--- src/sv/kct_pkg.sv ---
`default_nettype none
package kct_pkg;

  typedef struct packed {
    logic [1:0]         cmd;
    logic signed [31:0] measurement;
    logic signed [31:0] control_in;
  } in_t;

  typedef struct packed {
    logic signed [31:0] est_position;
    logic signed [31:0] est_velocity;
    logic signed [31:0] est_accel;
    logic signed [31:0] predicted_position;
  } out_t;

  localparam logic [1:0] CMD_UPDATE = 2'd0;
  localparam logic [1:0] CMD_CLEAR  = 2'd1;
  localparam logic [1:0] CMD_SEED   = 2'd2;
  // unassigned code, runs as a plain update
  localparam logic [1:0] CMD_SPARE  = 2'd3;

  localparam logic [2:0] CFG_TIME_STEP      = 3'd0;
  localparam logic [2:0] CFG_PROCESS_NOISE  = 3'd1;
  localparam logic [2:0] CFG_MEASURE_NOISE  = 3'd2;
  localparam logic [2:0] CFG_LOOKAHEAD_TIME = 3'd3;
  localparam logic [2:0] CFG_CONTROL_SCALE  = 3'd4;

  // operand and destination codes of the shared multiply-accumulate path
  typedef enum logic [5:0] {
    OP_ZERO, OP_ONE, OP_DT, OP_Q, OP_R, OP_LA, OP_CS, OP_Z, OP_CTRL,
    OP_X0, OP_X1, OP_X2,
    OP_P00, OP_P01, OP_P02, OP_P10, OP_P11, OP_P12, OP_P20, OP_P21, OP_P22,
    OP_T00, OP_T01, OP_T02, OP_T10, OP_T11, OP_T12,
    OP_K0, OP_K1, OP_K2,
    OP_Y, OP_S, OP_INV, OP_U1, OP_U, OP_H, OP_HT, OP_PRED
  } opnd_t;

  typedef struct packed {
    opnd_t a;
    opnd_t b;
    opnd_t add;
    opnd_t dst;
    logic  start;
    logic  neg;
    logic  half;
    logic  wr;
  } uop_t;

  typedef struct packed {
    logic capture;
    logic clear;
    logic seed;
    logic mul;
    logic acc;
    logic div_start;
    logic load;
    uop_t uop;
  } ctl_t;

  typedef struct packed {
    logic div_done;
  } sts_t;

  localparam int PC_W = 6;
  localparam logic [PC_W-1:0] PC_DIV  = 6'd31;
  localparam logic [PC_W-1:0] PC_PRED = 6'd47;
  localparam logic [PC_W-1:0] PC_END  = 6'd50;

  function automatic logic signed [31:0] sat32(input logic signed [63:0] v);
    logic signed [31:0] r;
    if (v > 64'sd2147483647) r = 32'sh7FFFFFFF;
    else if (v < -64'sd2147483648) r = 32'sh80000000;
    else r = v[31:0];
    return r;
  endfunction

  function automatic uop_t mk(input opnd_t a, input opnd_t b, input opnd_t add,
                              input opnd_t dst, input logic start, input logic neg,
                              input logic half, input logic wr);
    uop_t u;
    u.a = a; u.b = b; u.add = add; u.dst = dst;
    u.start = start; u.neg = neg; u.half = half; u.wr = wr;
    return u;
  endfunction

  // microprogram: predict, covariance predict, innovation variance, gain,
  // correction, lookahead
  function automatic uop_t prog(input logic [PC_W-1:0] pc);
    uop_t u;
    case (pc)
      6'd0:  u = mk(OP_DT,   OP_DT,   OP_ZERO, OP_H,    1'b1, 1'b0, 1'b1, 1'b1);
      6'd1:  u = mk(OP_CTRL, OP_DT,   OP_ZERO, OP_U1,   1'b1, 1'b0, 1'b0, 1'b1);
      6'd2:  u = mk(OP_U1,   OP_CS,   OP_ZERO, OP_U,    1'b1, 1'b0, 1'b0, 1'b1);
      6'd3:  u = mk(OP_DT,   OP_X1,   OP_X0,   OP_ZERO, 1'b1, 1'b0, 1'b0, 1'b0);
      6'd4:  u = mk(OP_H,    OP_X2,   OP_ZERO, OP_ZERO, 1'b0, 1'b0, 1'b0, 1'b0);
      6'd5:  u = mk(OP_U,    OP_ONE,  OP_ZERO, OP_X0,   1'b0, 1'b0, 1'b0, 1'b1);
      6'd6:  u = mk(OP_DT,   OP_X2,   OP_X1,   OP_X1,   1'b1, 1'b0, 1'b0, 1'b1);
      6'd7:  u = mk(OP_DT,   OP_P10,  OP_P00,  OP_ZERO, 1'b1, 1'b0, 1'b0, 1'b0);
      6'd8:  u = mk(OP_H,    OP_P20,  OP_ZERO, OP_T00,  1'b0, 1'b0, 1'b0, 1'b1);
      6'd9:  u = mk(OP_DT,   OP_P11,  OP_P01,  OP_ZERO, 1'b1, 1'b0, 1'b0, 1'b0);
      6'd10: u = mk(OP_H,    OP_P21,  OP_ZERO, OP_T01,  1'b0, 1'b0, 1'b0, 1'b1);
      6'd11: u = mk(OP_DT,   OP_P12,  OP_P02,  OP_ZERO, 1'b1, 1'b0, 1'b0, 1'b0);
      6'd12: u = mk(OP_H,    OP_P22,  OP_ZERO, OP_T02,  1'b0, 1'b0, 1'b0, 1'b1);
      6'd13: u = mk(OP_DT,   OP_P20,  OP_P10,  OP_T10,  1'b1, 1'b0, 1'b0, 1'b1);
      6'd14: u = mk(OP_DT,   OP_P21,  OP_P11,  OP_T11,  1'b1, 1'b0, 1'b0, 1'b1);
      6'd15: u = mk(OP_DT,   OP_P22,  OP_P12,  OP_T12,  1'b1, 1'b0, 1'b0, 1'b1);
      6'd16: u = mk(OP_DT,   OP_T01,  OP_T00,  OP_ZERO, 1'b1, 1'b0, 1'b0, 1'b0);
      6'd17: u = mk(OP_H,    OP_T02,  OP_ZERO, OP_ZERO, 1'b0, 1'b0, 1'b0, 1'b0);
      6'd18: u = mk(OP_Q,    OP_ONE,  OP_ZERO, OP_P00,  1'b0, 1'b0, 1'b0, 1'b1);
      6'd19: u = mk(OP_DT,   OP_T02,  OP_T01,  OP_P01,  1'b1, 1'b0, 1'b0, 1'b1);
      6'd20: u = mk(OP_ZERO, OP_ZERO, OP_T02,  OP_P02,  1'b1, 1'b0, 1'b0, 1'b1);
      6'd21: u = mk(OP_DT,   OP_T11,  OP_T10,  OP_ZERO, 1'b1, 1'b0, 1'b0, 1'b0);
      6'd22: u = mk(OP_H,    OP_T12,  OP_ZERO, OP_P10,  1'b0, 1'b0, 1'b0, 1'b1);
      6'd23: u = mk(OP_DT,   OP_T12,  OP_T11,  OP_ZERO, 1'b1, 1'b0, 1'b0, 1'b0);
      6'd24: u = mk(OP_Q,    OP_ONE,  OP_ZERO, OP_P11,  1'b0, 1'b0, 1'b0, 1'b1);
      6'd25: u = mk(OP_ZERO, OP_ZERO, OP_T12,  OP_P12,  1'b1, 1'b0, 1'b0, 1'b1);
      6'd26: u = mk(OP_DT,   OP_P21,  OP_P20,  OP_ZERO, 1'b1, 1'b0, 1'b0, 1'b0);
      6'd27: u = mk(OP_H,    OP_P22,  OP_ZERO, OP_P20,  1'b0, 1'b0, 1'b0, 1'b1);
      6'd28: u = mk(OP_DT,   OP_P22,  OP_P21,  OP_P21,  1'b1, 1'b0, 1'b0, 1'b1);
      6'd29: u = mk(OP_Q,    OP_ONE,  OP_P22,  OP_P22,  1'b1, 1'b0, 1'b0, 1'b1);
      6'd30: u = mk(OP_P00,  OP_ONE,  OP_R,    OP_S,    1'b1, 1'b0, 1'b0, 1'b1);
      6'd31: u = mk(OP_P00,  OP_INV,  OP_ZERO, OP_K0,   1'b1, 1'b0, 1'b0, 1'b1);
      6'd32: u = mk(OP_P10,  OP_INV,  OP_ZERO, OP_K1,   1'b1, 1'b0, 1'b0, 1'b1);
      6'd33: u = mk(OP_P20,  OP_INV,  OP_ZERO, OP_K2,   1'b1, 1'b0, 1'b0, 1'b1);
      6'd34: u = mk(OP_X0,   OP_ONE,  OP_Z,    OP_Y,    1'b1, 1'b1, 1'b0, 1'b1);
      6'd35: u = mk(OP_K0,   OP_Y,    OP_X0,   OP_X0,   1'b1, 1'b0, 1'b0, 1'b1);
      6'd36: u = mk(OP_K1,   OP_Y,    OP_X1,   OP_X1,   1'b1, 1'b0, 1'b0, 1'b1);
      6'd37: u = mk(OP_K2,   OP_Y,    OP_X2,   OP_X2,   1'b1, 1'b0, 1'b0, 1'b1);
      // row zero of the covariance is read by every row, so it goes last
      6'd38: u = mk(OP_K1,   OP_P00,  OP_P10,  OP_P10,  1'b1, 1'b1, 1'b0, 1'b1);
      6'd39: u = mk(OP_K1,   OP_P01,  OP_P11,  OP_P11,  1'b1, 1'b1, 1'b0, 1'b1);
      6'd40: u = mk(OP_K1,   OP_P02,  OP_P12,  OP_P12,  1'b1, 1'b1, 1'b0, 1'b1);
      6'd41: u = mk(OP_K2,   OP_P00,  OP_P20,  OP_P20,  1'b1, 1'b1, 1'b0, 1'b1);
      6'd42: u = mk(OP_K2,   OP_P01,  OP_P21,  OP_P21,  1'b1, 1'b1, 1'b0, 1'b1);
      6'd43: u = mk(OP_K2,   OP_P02,  OP_P22,  OP_P22,  1'b1, 1'b1, 1'b0, 1'b1);
      6'd44: u = mk(OP_K0,   OP_P00,  OP_P00,  OP_P00,  1'b1, 1'b1, 1'b0, 1'b1);
      6'd45: u = mk(OP_K0,   OP_P01,  OP_P01,  OP_P01,  1'b1, 1'b1, 1'b0, 1'b1);
      6'd46: u = mk(OP_K0,   OP_P02,  OP_P02,  OP_P02,  1'b1, 1'b1, 1'b0, 1'b1);
      6'd47: u = mk(OP_LA,   OP_LA,   OP_ZERO, OP_HT,   1'b1, 1'b0, 1'b1, 1'b1);
      6'd48: u = mk(OP_LA,   OP_X1,   OP_X0,   OP_ZERO, 1'b1, 1'b0, 1'b0, 1'b0);
      6'd49: u = mk(OP_HT,   OP_X2,   OP_ZERO, OP_PRED, 1'b0, 1'b0, 1'b0, 1'b1);
      default: u = mk(OP_ZERO, OP_ZERO, OP_ZERO, OP_ZERO, 1'b1, 1'b0, 1'b0, 1'b0);
    endcase
    return u;
  endfunction

endpackage
`default_nettype wire

--- src/sv/kct_ctrl.sv ---
`default_nettype none
module kct_ctrl (
  input  wire logic          clk,
  input  wire logic          rst_n,
  input  wire logic          in_valid,
  input  wire logic [1:0]    in_cmd,
  output logic               in_stall,
  output logic               out_valid,
  input  wire logic          out_stall,
  input  wire kct_pkg::sts_t sts,
  output kct_pkg::ctl_t      ctl
);

  typedef enum logic [2:0] {
    ST_IDLE, ST_INIT, ST_MUL, ST_ACC, ST_DIV_START, ST_DIV_WAIT, ST_FIN
  } state_t;

  state_t                      state_r, state_nxt;
  logic [kct_pkg::PC_W-1:0]    pc_r, pc_nxt, pc_inc;
  logic [1:0]                  cmd_r, cmd_nxt;
  logic                        out_valid_r, out_valid_nxt;
  logic                        accept, load;

  assign accept = in_valid && (state_r == ST_IDLE);
  assign pc_inc = pc_r + 1'b1;
  assign load   = (state_r == ST_FIN) && (!out_valid_r || !out_stall);

  always_comb begin
    state_nxt     = state_r;
    pc_nxt        = pc_r;
    cmd_nxt       = cmd_r;
    out_valid_nxt = out_valid_r;
    if (out_valid_r && !out_stall) out_valid_nxt = 1'b0;
    case (state_r)
      ST_IDLE: begin
        if (accept) begin
          cmd_nxt   = in_cmd;
          state_nxt = ST_INIT;
        end
      end
      ST_INIT: begin
        pc_nxt    = (cmd_r == kct_pkg::CMD_CLEAR) ? kct_pkg::PC_PRED : '0;
        state_nxt = ST_MUL;
      end
      ST_MUL: state_nxt = ST_ACC;
      ST_ACC: begin
        pc_nxt = pc_inc;
        if (pc_inc == kct_pkg::PC_DIV) state_nxt = ST_DIV_START;
        else if (pc_inc == kct_pkg::PC_END) state_nxt = ST_FIN;
        else state_nxt = ST_MUL;
      end
      ST_DIV_START: state_nxt = ST_DIV_WAIT;
      ST_DIV_WAIT: begin
        if (sts.div_done) state_nxt = ST_MUL;
      end
      ST_FIN: begin
        if (load) begin
          out_valid_nxt = 1'b1;
          state_nxt     = ST_IDLE;
        end
      end
      default: state_nxt = ST_IDLE;
    endcase
  end

  always_ff @(posedge clk) begin
    if (!rst_n) begin
      state_r     <= ST_IDLE;
      pc_r        <= '0;
      cmd_r       <= kct_pkg::CMD_UPDATE;
      out_valid_r <= 1'b0;
    end else begin
      state_r     <= state_nxt;
      pc_r        <= pc_nxt;
      cmd_r       <= cmd_nxt;
      out_valid_r <= out_valid_nxt;
    end
  end

  always_comb begin
    ctl.capture   = accept;
    ctl.clear     = (state_r == ST_INIT) &&
                    (cmd_r == kct_pkg::CMD_CLEAR || cmd_r == kct_pkg::CMD_SEED);
    ctl.seed      = (state_r == ST_INIT) && (cmd_r == kct_pkg::CMD_SEED);
    ctl.mul       = (state_r == ST_MUL);
    ctl.acc       = (state_r == ST_ACC);
    ctl.div_start = (state_r == ST_DIV_START);
    ctl.load      = load;
    ctl.uop       = kct_pkg::prog(pc_r);
  end

  assign in_stall  = (state_r != ST_IDLE);
  assign out_valid = out_valid_r;

  a_accept_init: assert property (@(posedge clk) disable iff (!rst_n)
    in_valid && !in_stall |=> state_r == ST_INIT)
    else $error("accepted transaction did not start");

  a_pc_range: assert property (@(posedge clk) disable iff (!rst_n)
    pc_r <= kct_pkg::PC_END)
    else $error("microprogram counter out of range");

  a_div_wait: assert property (@(posedge clk) disable iff (!rst_n)
    sts.div_done |-> state_r == ST_DIV_WAIT)
    else $error("divider finished outside of wait");

  a_load_free: assert property (@(posedge clk) disable iff (!rst_n)
    ctl.load |-> !(out_valid_r && out_stall))
    else $error("result overwritten while held");

endmodule
`default_nettype wire

--- config.mk ---
export PLATFORM = sky130hd
export DESIGN_NAME = kct_ctrl
export DESIGN_NICKNAME = d
export VERILOG_FILES = /design/src/sv/kct_pkg.sv /design/src/sv/kct_ctrl.sv
export SDC_FILE = /design/constraint.sdc
export NUM_CORES = 1
export LEC_CHECK = 0
export ABC_AREA = 1
export BUFFER_PORTS_ARGS = -buffer_cell sky130_fd_sc_hd__clkbuf_2
export CORE_ASPECT_RATIO = 2
export CORE_UTILIZATION = 62
export CTS_CLUSTER_SIZE = 10
export DETAILED_ROUTE_END_ITERATION = 16
export PLACE_DENSITY = 0.94
export SYNTH_ARGS = -nofsm -noshare
export SYNTH_HDL_FRONTEND = slang
export SYNTH_SLANG_ARGS = --single-unit
--- constraint.sdc ---
create_clock -name clk -period 5.63 [get_ports clk]
set_input_delay 0.563 -clock clk [delete_from_list [all_inputs] [get_ports clk]]
set_output_delay 0.563 -clock clk [all_outputs]
set_load 0.01 [all_outputs]
==> metrics list, run 1 <==
- Post-detail-place hpwl: 7.52 mm
- Gate count of the mapped netlist: 487
- Across all setup checks in the final design, the least slack found is 2800 ps.
- Routed via count: 3478
* Reg2Reg Setup Slack: 2800 ps
- Number of remaining DRC errors: 0
- Dominant cell type by area after synthesis: dfxtp_1
- At the end of the flow, the number of nets in the layout was 534.
* CTS Root Buffer Type: clkbuf_8
- After detailed routing, the number of vias per cell comes to 6.08.
* DIE WIDTH: 51.0 um
* Post-Place Setup Slack: 2820 ps
- After clock tree synthesis, the setup repair step added 0 buffers.
- The first global-routing pass estimated 15.6 mm of wire.
- Post-layout instance count excluding filler cells: 572
* Avg Cell Area, Syn: 6.12 um2
* Clock tree skew after final layout: 10.1 ps
- Power spread over the standard cell area amounts to 460 nW/um2.
* Path depth of the worst reg2reg path: 16
- In this run, CTS created clock tree buffers numbering 5.
- For this configuration, the core starts out at a cell density of 64.8%.
* Actual transition at the worst max-transition pin: 850 ps
- Routability-driven placement finished with a final weighted congestion of 1.13.
* Slew headroom: 43.2%
- At the worst endpoint, the arrival time is 3080 ps.
* Die footprint: 5110 um2
* Leakage: 1.73 nW
- The later pin in the worst-skew pair is clocked with a latency of 300 ps.
* Final-report hold violation count: 0
* Depth of the critical timing path with buffers and inverters included: 16
* CP Launch Type: flip-flop
- Slowest CP cell: dfxtp_1
- Worst path cell trace: inv_1 > ha_1 > nand2_1 > nand3_1 > nand2_1 > nand2_2 > inv_2 > ha_1 > inv_1 > nand2_1 > nand3_1 > nand2_1 > nand2_1 > nand2_1 > nand2_1 > nand2_1
* Number of H-tree branching levels: 2
- After filler insertion, the fill cell instance count of the layout stands at 454.
- Count of TritonRoute iterations in the first routing pass: 5
- Run status: completed
- The count of buffers added on input and output ports is 42.
- CP delay by family, top: simple AND/OR/NAND/NOR gates
- Delay of the slowest critical-path stage: 450 ps
- The worst setup path is of the reg -> reg kind.
* Final setup vio count: 0
- Max IR drop VDD: 0.309 mV
* Worst path most repeated cell: nand2_1
- Source of the worst register-to-register timing path: pc_r[0]$_SDFFE_PN0N_
- Total wirelength of the detailed-routed design: 10.1 mm
* Buffer levels on the longest clock path: 2
* Area share of the largest cell type after synthesis: 26.2%
- In the post-synthesis netlist, the biggest area contributors are dfxtp_1, nand2_1, nand3_1.
- The most critical setup path has its startpoint at pc_r[0]$_SDFFE_PN0N_.
- 44 I/O pins were placed.
* Clock transition at the registers of the reported paths: 80 ps
- CTS sink cnt: 39
- The number of antenna diodes in the final layout is 0.
* Path type of the worst min-delay path: reg -> reg
- Hold Path Depth: 2
- Core box area: 4600 um2
- Synth Warn #: 0
* Portion of the post-synthesis area used by sequential elements: 26.2%
* Count of hold buffers inserted by post-cts repair: 0
- The area growth from synthesis to layout is 7.89%.
- The number of buffers and inverters on the critical path is 3.
- Summed over all failing endpoints, the final setup total negative slack is 0 ps.
* Tmin final: 2830 ps
* Clock tree from TritonCTS: done
- Kind of end point of the critical path: flip-flop
- Total nets after synthesis: 505
- In this run the most critical hold path is launched from cmd_r[1]$_SDFFE_PN0P_.
* Fraction of final layout cells with drive strength greater than 1: 17.2%
- In this run, synthesis inferred 0 flip-flops with an integrated enable.
- Counting distinct cell types in the post-synthesis netlist gives 35.
- Most used standard cell by instance count after synthesis: nand2_1
- Fin crit share: 50.3%
- Number of violations reported at the end of detailed-routing iteration 0: 215
- Pin count of the biggest net entering global routing: 39
- Top achievable clock speed: 0.353 GHz
- Summing internal, switching and leakage power gives 1.48 mW.
* Avg WL per Cell: 17.7 um
- Site row count: 35
- Async S/R FF share, synth: 0%
* GRT Overall Usage: 41.8%
* Post-synthesis cell area: 2980 um2
- Vertical die dimension: 100 um
- The via count of the first global-routing pass came to 3209.
- Post-synthesis sequential element count: 39
* Core occupancy in the finished layout: 69.9%
* Initial antenna violation count: 0
- Number of max-cap violations: 0
- Ys flop type: dfxtp_1
- In this run the remaining antenna-violating nets after routing total 0.
- Total congestion overflow: 0
- For the worst setup path, the data required time is 5870 ps.
- Setup repair after global routing left no endpoint under its margin.
* Placed cell count: 564
- Most common library cells after synthesis: nand2_1, nand3_1, dfxtp_1
- In this run the worst path has a maximum fanout of 9.
* Max Slew Vio Count: 0
- Resized Gates After CTS: 0
==> final timing paths <==
check / endpoint
min reg2reg: cmd_r[1]$_SDFFE_PN0P_
max: ctl[17]$_DFF_P_
min: cmd_r[1]$_SDFFE_PN0P_
max reg2reg: ctl[17]$_DFF_P_
==> state kept, by name (all words and copies together), names as in the netlist <==
signal,flops
cmd_r,2
ctl,27
out_valid,1
pc_r,6
state_r,3
==> through the flow <==
step           hold WS, ps  area, um2
6_report               494       3220
5_1_grt                528       3220
4_1_cts                497       3220
3_5_place_dp           486       3100
3_3_place_gp           469       3100
2_1_floorplan          452       2980
==> logic make-up after synthesis <==
kind of cell	after synthesis	share of synthesized area, %
DFF	39	26.2
adders and majority gates	11	4.62
AOI/OAI and AO/OA	46	8.77
other	1	0.126
and+or+nand+nor	325	49.3
buffers and inverters	65	11.0
==> cells in the final DEF (no fill, tap or decap), types with 2 or more instances in the layout <==
master / n
nor2_2: 3
o211ai_1: 4
dfxtp_1: 39
ha_1: 11
nand3_1: 63
clkbuf_2: 42
o21ai_0: 10
nand2_1: 190
nor2_4: 3
nand3_2: 4
o21ai_1: 13
nand2_4: 2
nor3_1: 6
clkbuf_8: 5
inv_2: 8
nand4_1: 3
nor2_1: 32
nand2_2: 11
a21oi_1: 15
inv_1: 36
a21oi_2: 2
==> metal layers <==
metal | share of wire [%] | GRT usage (%) | vias to the layer above
met3 | 7.9 | 6.36 | 76
met2 | 49 | 73.2 | 256
met5 | 0 | 0 | -
met4 | 9.9 | 36.5 | 0
met1 | 33 | 40.6 | 1540
li1 | - | - | 1606
==> cell type report <==
| cell class | count | area [um2] | area share (%) |
|---|---|---|---|
| Sequential cell | 39 | 781 | 24.3 |
| Clock buffer | 5 | 68.8 | 2.14 |
| Clock inverter | 3 | 43.8 | 1.36 |
| Inverter | 45 | 171 | 5.33 |
| Timing Repair Buffer | 42 | 210 | 6.54 |
| Tap cell | 55 | 68.8 | 2.14 |
| Multi-Input combinational cell | 383 | 1870 | 58.2 |
==> report_power, final <==
part | leakage, nW | switching [mW] | internal [mW] | total (mW)
Sequential | 0.319 | 0.0478 | 0.354 | 0.402
Clock | 0.0581 | 0.109 | 0.132 | 0.241
Combinational | 1.35 | 0.593 | 0.243 | 0.836
==> tightest hold or removal path, cell delays in order (launching register included) <==
cell     delay, ps
dfxtp_1        320
inv_1           70
a21oi_1         60
(Power assumes the default switching activity.)
==> run 2, diff against run 1 <==
--- a/config.mk
+++ b/config.mk
@@ -8,10 +8,10 @@
 export ABC_AREA = 1
 export BUFFER_PORTS_ARGS = -buffer_cell sky130_fd_sc_hd__clkbuf_2
 export CORE_ASPECT_RATIO = 2
-export CORE_UTILIZATION = 62
+export CORE_UTILIZATION = 52
 export CTS_CLUSTER_SIZE = 10
 export DETAILED_ROUTE_END_ITERATION = 16
-export PLACE_DENSITY = 0.94
+export PLACE_DENSITY = 0.85
 export SYNTH_ARGS = -nofsm -noshare
 export SYNTH_HDL_FRONTEND = slang
 export SYNTH_SLANG_ARGS = --single-unit
==> constraint.sdc (replaced) <==
create_clock -name clk -period 2.3 [get_ports clk]
set_input_delay 0.23 -clock clk [delete_from_list [all_inputs] [get_ports clk]]
set_output_delay 0.23 -clock clk [all_outputs]
set_load 0.01 [all_outputs]
==> metrics list, run 2 (same netlist as run 1, synthesis figures left out) <==
- From synthesis to final layout, the design area changed by 21.0%.
- The overflow left after global routing came to 0 (unchanged).
* Count of input and output buffers: 42 (unchanged)
- The number of cells in the finished layout apart from fillers came to 615 (+7.5%).
- Wire length on met2: 5.54 mm (+11%)
* Power per cell area: 1120 nW/um2 (+140%)
- Vertical die dimension: 109 um (+9.0%)
- The total via count after detailed routing is 3581 (+3.0%).
* Detailed-routing wirelength on met1: 3.53 mm (+6.7%)
* Core occupancy in the finished layout: 66.0% (-4.0 points)
- The total placed instance area is 3410 um2 (+10%).
- The worst endpoint data arrival time is 2440 ps (-640 ps).
- The worst setup skew after layout came to 15.1 ps (+5.02 ps).
- Required time reported for the critical path endpoint: 2540 ps (-3330 ps)
* ANT nets after route: 0 (unchanged)
* Nets: 572 (+7.1%)
- The critical path in this run is classified as reg -> reg.
- Vias per Instance: 5.82 (-4.2%)
- Avg WL per Cell: 18.0 um (+1.5%)
* Number of remaining DRC errors: 0 (unchanged)
- Number of violations reported at the end of detailed-routing iteration 0: 347 (+61%)
- The number of maximum-capacitance violations came to 0 (unchanged).
* Clock transition at the registers of the reported paths: 80 ps (about the same)
- The I/O pin count was 44 (unchanged).
* Max Slew Vio Count: 0 (unchanged)
* Kind of end point of the critical path: flip-flop
* Vias in the first global route: 3346 (+4.3%)
* Final-report hold violation count: 0 (unchanged)
- The worst hold path belongs to the class in -> reg.
- The routed length on met3 was 868 um (+8.4%).
- Routed signal wires occupy layers up through met4.
- The flow ran to the end, and the final reports show no timing, DRC or antenna violations.
* Number of diodes: 0 (unchanged)
- Commonest cells after routing, fill and taps aside: nand2_1, nand3_1, clkbuf_2, inv_1, buf_4
- Clock latency on the worst-skew pair: 310 ps (about the same)
- The timing-limited maximum frequency was 0.455 GHz (+29%).
- Total negative slack: 0 ps (unchanged)
- The starting density of the core is 54.5% (-10 points).
* Smallest setup slack after layout: 101 ps (-2700 ps)
- Max Fanout on Critical Path: 6 (-3)
- Tmin final: 2200 ps (-631 ps)
- The final wirelength was 11.0 mm (+9.1%).
- Post-Place Setup Slack: -141 ps (-2970 ps)
* Fin crit share: 95.6% (+45 points)
- Fraction of final layout cells with drive strength greater than 1: 25.2% (+8.0 points)
* Initial antenna violation count: 0 (unchanged)
- The number of clock sinks seen by CTS is 39 (unchanged).
- Core box area: 5470 um2 (+19%)
- Post-detail-place hpwl: 8.35 mm (+11%)
- The cell leakage power is 1.94 nW (+12%).
- Final Cell Area: 3610 um2 (+12%)
- Placed cell count: 606 (+7.4%)
- The root buffer cell chosen for the clock tree is clkbuf_8.
- The library cell used most frequently in the layout, excluding fill and tap cells, is nand2_1.
- Number of flip-flops under the largest register name: 27 (unchanged)
- Wire length of the first global-routing pass: 17.1 mm (+9.7%)
- The worst setup path is launched from a flip-flop.
- TritonCTS built the clock tree.
* Number of H-tree branching levels: 2 (unchanged)
- Number of clock buffers inserted by TritonCTS: 5 (unchanged)
* Count of TritonRoute iterations in the first routing pass: 7 (+2)
- DIE WIDTH: 55.5 um (+8.8%)
- Die footprint: 6060 um2 (+19%)
- Unrepaired setup endpoints after global routing: false
* Site row count: 38 (+8.6%)
- The combined global-route utilization of all metal layers was 37.6% (-4.3 points).
* Final setup vio count: 0 (unchanged)
* Pin count of the biggest net entering global routing: 25 (-36%)
* Placer congestion estimate: 1.08 (-4.8%)
- The worst-case vdd ir drop came to 0.775 mV (+150%).
- Buffer levels on the longest clock path: 2 (unchanged)
[run 2: final cells by class]
type                            count  area [um2]
Timing Repair Buffer               80         520
Fill cell                         503        1860
Tap cell                           60        75.1
Sequential cell                    39         788
Clock inverter                      3        43.8
Inverter                           45         174
Clock buffer                        5        68.8
Multi-Input combinational cell    383        1940
[run 2: power by group]
part	total [mW]	leakage (nW)	internal, mW	switching [mW]
clock network	0.592	0.0581	0.323	0.269
registers	0.986	0.321	0.872	0.114
logic	2.45	1.56	0.860	1.59
total	4.03	1.94	2.06	1.97
[run 2: worst paths after layout]
| kind | endpoint | slack [ps] | start | cells after the start |
|---|---|---|---|---|
| worst min-delay path | out_valid$_SDFF_PN0_ | 180 | out_stall | 3 |
| worst max-delay path | ctl[17]$_DFF_P_ | 100 | pc_r[0]$_SDFFE_PN0N_ | 16 |
| worst min register to register | out_valid$_SDFF_PN0_ | 500 | out_valid$_SDFF_PN0_ | 2 |
| worst max register to register | ctl[17]$_DFF_P_ | 100 | pc_r[0]$_SDFFE_PN0N_ | 16 |
[run 2: critical path, stage by stage (launching register included)]
cell	delay [ps]
dfxtp_4	370
inv_1	60
ha_1	280
nand2_1	90
nand3_1	90
nand2_2	100
nand2_4	100
inv_4	110
ha_4	200
inv_1	60
nand2_2	160
nand3_1	150
nand2_1	100
nand2_1	50
nand2_1	60
nand2_1	70
nand2_1	90
[run 2: stage by stage]
stage	hold WS, ps	total power, mW
after floorplan	393	2.45
after global placement	465	3.29
final	179	4.03
after CTS	183	3.92
after detailed placement	489	3.30
after global routing	213	4.26
[run 2: per-layer routing]
metal | vias up | GRT usage [%]
met2 | 250 | 69.7
met5 | - | 0
met1 | 1573 | 37.3
met4 | 0 | 28.9
met3 | 76 | 4.51
li1 | 1682 | -
[run 2: what timing repair did]
item,4_1_cts,5_1_grt
pin swaps,0,1
hold buffers,0,0
setup endpoints to repair,6,18
resized for setup,5,15
setup buffers,0,1
